$ cat config.mk
export PLATFORM = sky130hd
export DESIGN_NAME = biu_div
export DESIGN_NICKNAME = d
export VERILOG_FILES = /design/src/rtl/core/biu_pkg.sv /design/src/rtl/core/biu_div.sv
export SDC_FILE = /design/constraint.sdc
export NUM_CORES = 2
export LEC_CHECK = 0
export BUFFER_PORTS_ARGS = -buffer_cell sky130_fd_sc_hd__buf_2
export CAP_MARGIN = 30
export CORE_MARGIN = 5
export CORE_UTILIZATION = 68
export DETAILED_ROUTE_END_ITERATION = 10
export PLACE_DENSITY = 0.94
export SLEW_MARGIN = 10
export SYNTH_ARGS = -nofsm -noshare
export SYNTH_HDL_FRONTEND = slang
export SYNTH_SLANG_ARGS = --single-unit
export TNS_END_PERCENT = 50
$ cat constraint.sdc
create_clock -name clock -period 24.5 [get_ports clock]
set_input_delay 4.9 -clock clock [delete_from_list [all_inputs] [get_ports clock]]
set_output_delay 4.9 -clock clock [all_outputs]
set_load 0.005 [all_outputs]
$ cat src/rtl/core/biu_pkg.sv
`timescale 1ns / 1ps
`default_nettype none
// ----------------------------------------------------------------------------
// biu_pkg
// types and constants shared by the bilinear upscaler core
// ----------------------------------------------------------------------------
package biu_pkg;

   // input item: a source pixel load or a destination pixel request
   typedef struct packed {
      logic       action;
      logic [9:0] load_col;
      logic [9:0] load_row;
      logic [7:0] in_red;
      logic [7:0] in_green;
      logic [7:0] in_blue;
      logic [11:0] dst_col;
      logic [11:0] dst_row;
   } req_type;

   // result item, blue first
   typedef struct packed {
      logic [7:0] out_blue;
      logic [7:0] out_green;
      logic [7:0] out_red;
   } rsp_type;

   localparam logic ACT_LOAD    = 1'b0;
   localparam logic ACT_REQUEST = 1'b1;

   typedef enum logic [1:0] {
      REG_SRC_WIDTH  = 2'd0,
      REG_SRC_HEIGHT = 2'd1,
      REG_DST_WIDTH  = 2'd2,
      REG_DST_HEIGHT = 2'd3
   } reg_index_type;

   localparam logic [10:0] SRC_WIDTH_RESET  = 11'd1024;
   localparam logic [10:0] SRC_HEIGHT_RESET = 11'd1024;
   localparam logic [12:0] DST_WIDTH_RESET  = 13'd1024;
   localparam logic [12:0] DST_HEIGHT_RESET = 13'd1024;

   localparam int FRAC_W    = 10;
   localparam int NUM_CHAN  = 3;
   localparam int DIV_LANES = 2;
   localparam int NUM_BANKS = 4;

endpackage
`default_nettype wire

$ cat src/rtl/core/biu_div.sv
`timescale 1ns / 1ps
`default_nettype none
// ----------------------------------------------------------------------------
// biu_div
// pipelined two-lane restoring divider, STEPS quotient bits per stage
// ----------------------------------------------------------------------------
module biu_div #(
   parameter int N_W   = 33,
   parameter int D_W   = 13,
   parameter int STEPS = 4,
   parameter int SB_W  = 69
) (
   input  wire logic                                    clock,
   input  wire logic                                    reset,
   input  wire logic                                    in_valid,
   input  wire logic [biu_pkg::DIV_LANES-1:0][N_W-1:0]  in_num,
   input  wire logic [biu_pkg::DIV_LANES-1:0][D_W-1:0]  in_den,
   input  wire logic [SB_W-1:0]                         in_side,
   output logic                                         out_valid,
   output logic      [biu_pkg::DIV_LANES-1:0][N_W-1:0]  out_quo,
   output logic      [SB_W-1:0]                         out_side
);

   localparam int STAGES = (N_W + STEPS - 1) / STEPS;
   localparam int NP     = STAGES * STEPS;
   localparam int L      = biu_pkg::DIV_LANES;

   logic                         valid_ff [STAGES];
   logic [L-1:0][NP-1:0]         work_ff  [STAGES];
   logic [L-1:0][D_W-1:0]        rem_ff   [STAGES];
   logic [L-1:0][D_W-1:0]        den_ff   [STAGES];
   logic [SB_W-1:0]              side_ff  [STAGES];

   for (genvar s = 0; s < STAGES; s++) begin : g_stage
      logic                  v_src;
      logic [L-1:0][NP-1:0]  w_src;
      logic [L-1:0][D_W-1:0] r_src;
      logic [L-1:0][D_W-1:0] d_src;
      logic [SB_W-1:0]       sb_src;
      logic [L-1:0][NP-1:0]  w_in;
      logic [L-1:0][D_W-1:0] r_in;

      if (s == 0) begin : g_first
         always_comb begin
            v_src  = in_valid;
            sb_src = in_side;
            for (int l = 0; l < L; l++) begin
               w_src[l] = NP'(in_num[l]);
               r_src[l] = '0;
               d_src[l] = in_den[l];
            end
         end
      end else begin : g_next
         always_comb begin
            v_src  = valid_ff[s-1];
            sb_src = side_ff[s-1];
            w_src  = work_ff[s-1];
            r_src  = rem_ff[s-1];
            d_src  = den_ff[s-1];
         end
      end

      // one quotient bit per step, lanes are independent
      always_comb begin
         logic [NP-1:0]  w;
         logic [D_W:0]   t;
         logic [D_W-1:0] r;
         w_in = '0;
         r_in = '0;
         for (int l = 0; l < L; l++) begin
            w = w_src[l];
            r = r_src[l];
            for (int k = 0; k < STEPS; k++) begin
               t = {r, w[NP-1]};
               w = {w[NP-2:0], 1'b0};
               if (t >= {1'b0, d_src[l]}) begin
                  t    = t - {1'b0, d_src[l]};
                  w[0] = 1'b1;
               end
               r = t[D_W-1:0];
            end
            w_in[l] = w;
            r_in[l] = r;
         end
      end

      always_ff @(posedge clock) begin
         if (reset) begin
            valid_ff[s] <= 1'b0;
         end else begin
            valid_ff[s] <= v_src;
         end
         work_ff[s] <= w_in;
         rem_ff[s]  <= r_in;
         den_ff[s]  <= d_src;
         side_ff[s] <= sb_src;
      end
   end

   always_comb begin
      out_valid = valid_ff[STAGES-1];
      out_side  = side_ff[STAGES-1];
      for (int l = 0; l < L; l++) begin
         out_quo[l] = work_ff[STAGES-1][l][N_W-1:0];
      end
   end

endmodule
`default_nettype wire

**Word level (Yosys, flattened, before mapping)**

Memories as Yosys holds them, arrays and structs flattened.
Cells that the tools add are included.

- Input bits: 164
- Flip-flop bits (word level): 0
- Memory bits (writable): 1746
- Word-level logic and storage cells: 314
- Output and inout port bits: 136
- Memories: 5

- Magnitude comparators: 72
- Bitwise operators: 9
- Add/subtract/negate cells: 72
- Mux-type cells: 156

Memory list:

| name | words | bits a word | read ports | clocked after Yosys merged registers in | wr ports | line | source |
|---|---|---|---|---|---|---|---|
| work_ff | 9 | 72 | 9 | 0 | 9 | biu_div.sv:29 | `logic [L-1:0][NP-1:0] work_ff [STAGES];` |
| side_ff | 9 | 69 | 9 | 0 | 9 | biu_div.sv:32 | `logic [SB_W-1:0] side_ff [STAGES];` |
| den_ff | 9 | 26 | 8 | 0 | 9 | biu_div.sv:31 | `logic [L-1:0][D_W-1:0] den_ff [STAGES];` |
| rem_ff | 9 | 26 | 8 | 0 | 9 | biu_div.sv:30 | `logic [L-1:0][D_W-1:0] rem_ff [STAGES];` |
| valid_ff | 9 | 1 | 9 | 0 | 9 | biu_div.sv:28 | `logic valid_ff [STAGES];` |

Operator list:

| operator | number |
|---|---|
| $ge A14 B13 Y1 | 70 |
| $mux W13 | 72 |
| $sub A13 B13 Y13 | 70 |
| $mux W1 | 84 |
| $ge A1 B13 Y1 const A | 2 |
| $sub A1 B13 Y13 const A | 2 |
| $or A1 B1 Y1 | 9 |

**Logic depth before layout (Yosys ltp)**

An unclocked memory read counts as a cell.

- Depth after elaboration: 9
- Depth in mapped cells: 50
- Gate-level depth less buffers: 46

**Least setup slack after synthesis**

Ideal clock, no wire load.

- Path kind: input-to-reg
- From: in in_den[0] (netlist name)
- To: mem rem_ff[0][10] (netlist name)
- Arrival: 13.144 ns
- Slack: 11.235 ns
- Setup time: 0.121 ns
- Stages on the path: 37
- Path through: clkbuf_1 inv_1 ha_1 clkbuf_1 o211a_1 ha_1 o21a_1 o211ai_1 a21o_1 a311o_1 nand2_1 a211o_1 clkbuf_1 mux2_2 ha_1 o211ai_1 a21boi_0 o31a_1 o41ai_1 o21a_1 or3b_2 clkbuf_1 buf_1 a21oi_1 a21oi_1 ha_1 a21o_1 a21oi_1 o21bai_1 a31oi_1 o21ai_0 o41a_1 o21ai_0 nand2b_1 nor3b_1 clkbuf_1 mux2_2

RTL lines:

| element | line | source |
|---|---|---|
| start, declared | biu_div.sv:17 | `input wire logic [biu_pkg::DIV_LANES-1:0][D_W-1:0] in_den,` |
| end, declared | biu_div.sv:30 |  |

==> impl_metrics.tcl <==
set metrics [dict create \
    crit_start "in_den[13]" \
    cts_resized 0 \
    cts.clk_slew.worst_paths_ns 0.07 \
    synthXorXnorAreaFrac_pct 6.30 \
    dieWidth_um 359 \
    crit_fanout 14 \
    vias_per_cell 6.33 \
    synth_top_family_by_area "compound AO/OA/AOI/OAI gates" \
    grt_pass1_vias 68600 \
    setup_viol_count_final 0 \
    fin_skew_ns 0.0704 \
    drive_gt1_share_pct 12.1 \
    cts_root_buf "clkbuf_16" \
    critical_path_class "input port to register" \
    rows 128 \
    hold_violations 0 \
    syn_to_final_growth_pct 10.6 \
    io_buffers 299 \
    max_freq_mhz 73.1 \
    critPathSlowestCell "o311a_1" \
    grt_pass1_wl_mm 351 \
    drt-pass1-iter-count 11 \
    synth_edf_count 0 \
    core-area_um2 122000 \
    yosysSeqAreaShare_pct 39.6 \
    synth-adder-area-share_pct 15.2 \
    netlist_area_um2 82900 \
    run_status "finished with violations" \
    synth_fp_nets 9771 \
    synth_cell_type_count 105 \
    crit_top_cell "a21oi_1" \
    syn_inst 8635 \
    cts-buffers-inserted 157 \
    cp.required_ns 25.14 \
    reg2reg_from "den_ff[0][182]" \
    drv_slew 0 \
    yosys.area_share.simple_pct 12.5 \
    cap_violations 0 \
    insertion_delay_ns 0.83 \
    cts_tree "built" \
    routed_wirelength_mm 221 \
    synth-compound-area-share_pct 16.3 \
    die_h_um 359 \
    finalCriticalPeriod_ns 13.69 \
    cts_setup_buffers 0 \
    relSlewSlack_pct 26.9 \
    synth.area.mux_share_pct 6.52 \
    drt-initial-drc-count 6715 \
    dp_hpwl_mm 157 \
    ys_ff_latch 1640 \
    vias 68100 \
    grt_overflow_total 0 \
    remaining_drc_errors 2 \
    min_from "work_ff[0][171]" \
    worstSetupEndpointType "register" \
    gp_congestion 0.955 \
    arrival_ns 14.33 \
    hold_path_class "register to register" \
    grt_max_degree 25 \
    dieArea_um2 129000 \
    synth_area_per_cell_um2 9.61 \
    antenna_found_initial 13 \
    timing.hold.ws_ns 0.271 \
    violations "DRC" \
    critPathMaxStageDelay_ns 0.66 \
    nets 10100 \
    start_kind "input port" \
    htree_num_levels 4 \
    finalSetupTns_ns 0 \
    ios 300 \
    synth_warnings 0 \
    async_reset_ff_share_pct 0 \
    yosys_most_used_dff "dfxtp_1" \
    cts_hold_buffers 0 \
    cts.sinks 1640 \
    grt_usage_pct 32.7 \
    wl_per_cell_um 20.5 \
    ant_nets 0 \
    start_util_pct 68.2 \
    clk_path_buf_depth 3 \
    rsz0062_at_grt "false" \
    worst_pin_slew_ns 1.09 \
    finalCritPeriodShare_pct 55.9 \
]
critical path, delay by kind of cell:
| family | cells | cell delay (ns) |
|---|---|---|
| buffers and inverters | 3 | 0.60 |
| AO/OA/AOI/OAI | 19 | 5.18 |
| adder cells (fa/ha/maj) | 4 | 1.63 |
| multiplexers | 1 | 0.41 |
| AND/OR/NAND/NOR | 7 | 1.59 |
path summary, 6_finish.rpt:
path	endpoint	slack (ns)	depth (start not counted)
worst min register to register	work_ff[0][247]	0.27	0
worst max-delay path	rem_ff[0][16]	10.81	34
worst max register to register	work_ff[0][576]	11.38	41
worst min-delay path	work_ff[0][247]	0.27	0
stage by stage:
stage               worst slack [ns]  instance area, um^2  utilization (%)  instances
global placement                9.20                86100             70.8      10500
CTS                             9.95                91700             75.4      10700
detailed placement              9.18                86100             70.8      10500
floorplan                      11.24                82900                -       8635
finish                         10.81                91700             75.5      10800
global route                   10.17                91700             75.5      10800
cells in the mapped netlist (46+ instances only):
library cell	count	area share [%]
dfxtp_1	1640	40
nor3_1	182	1.1
nand4_1	139	1.0
a21o_1	197	1.8
o21a_1	129	1.2
nand2b_1	119	0.90
mux2i_1	98	1.2
fa_1	64	1.5
a211oi_1	56	0.51
a21boi_0	48	0.43
a21oi_1	607	3.7
o21ai_0	497	3.0
mux2_2	380	5.2
or2_2	51	0.38
nand2_1	494	2.2
inv_1	611	2.8
a31oi_1	49	0.37
o31ai_1	46	0.42
nand3_1	123	0.74
o211ai_1	51	0.46
and3_1	64	0.48
ha_1	908	14
o21bai_1	46	0.42
nor2b_1	155	1.2
nor2_1	550	2.5
clkbuf_1	67	0.30
or3_1	48	0.36
xor2_1	206	2.2
xnor2_1	391	4.1
cell usage in the layout (no fill, tap or decap), types with 51 or more instances in the layout:
cell type	count
o21ai_0	495
buf_2	301
a21o_1	197
o21a_1	129
mux2i_1	98
and3_1	64
ha_1	908
clkbuf_16	157
inv_1	611
o211ai_1	51
fa_1	64
nand2_1	494
xnor2_1	391
dfxtp_1	1640
or2_2	51
a21oi_1	607
nand4_1	139
nor2_1	550
nand2b_1	119
nand3_1	123
mux2_2	380
a211oi_1	56
nor3_1	182
xor2_1	206
nor2b_1	155
metal layers:
metal  global-route usage (%)  vias up  wire [um]
met5                        0        -         24
met4                     17.4        4      13200
li1                         -    31600          -
met2                     56.3     3638     105000
met1                     38.3    31700      85100
met3                     6.92     1174      18000
flip-flops by register name, indices dropped and copies added, names as in the netlist:
| register | flops |
|---|---|
| side_ff | 621 |
| den_ff | 208 |
| rem_ff | 208 |
| work_ff | 594 |
| valid_ff | 9 |
final cells by class:
cell class	instances	area, um^2
repair buffers	328	1720
inverters	622	2330
flip-flops and latches	1640	32800
clock inverters	86	1250
clock buffers	199	4300
multi-input cells	6250	47300
well taps	1625	2030
diodes	6	15.0
fillers	7627	29800
logic make-up (layout without fill, tap and decap cells):
| logic type | count (synthesis) | after routing |
|---|---|---|
| AOI/OAI and AO/OA | 2086 | 2086 |
| xor gates and xnor gates | 597 | 597 |
| adders and majority gates | 972 | 972 |
| buffers and inverters | 745 | 1235 |
| DFF | 1640 | 1640 |
| muxes | 488 | 488 |
| other | 0 | 6 |
| and+or+nand+nor | 2107 | 2107 |
Power is not shown: default switching activity piles up to over one toggle a cycle in this logic, so the estimate is an artifact.
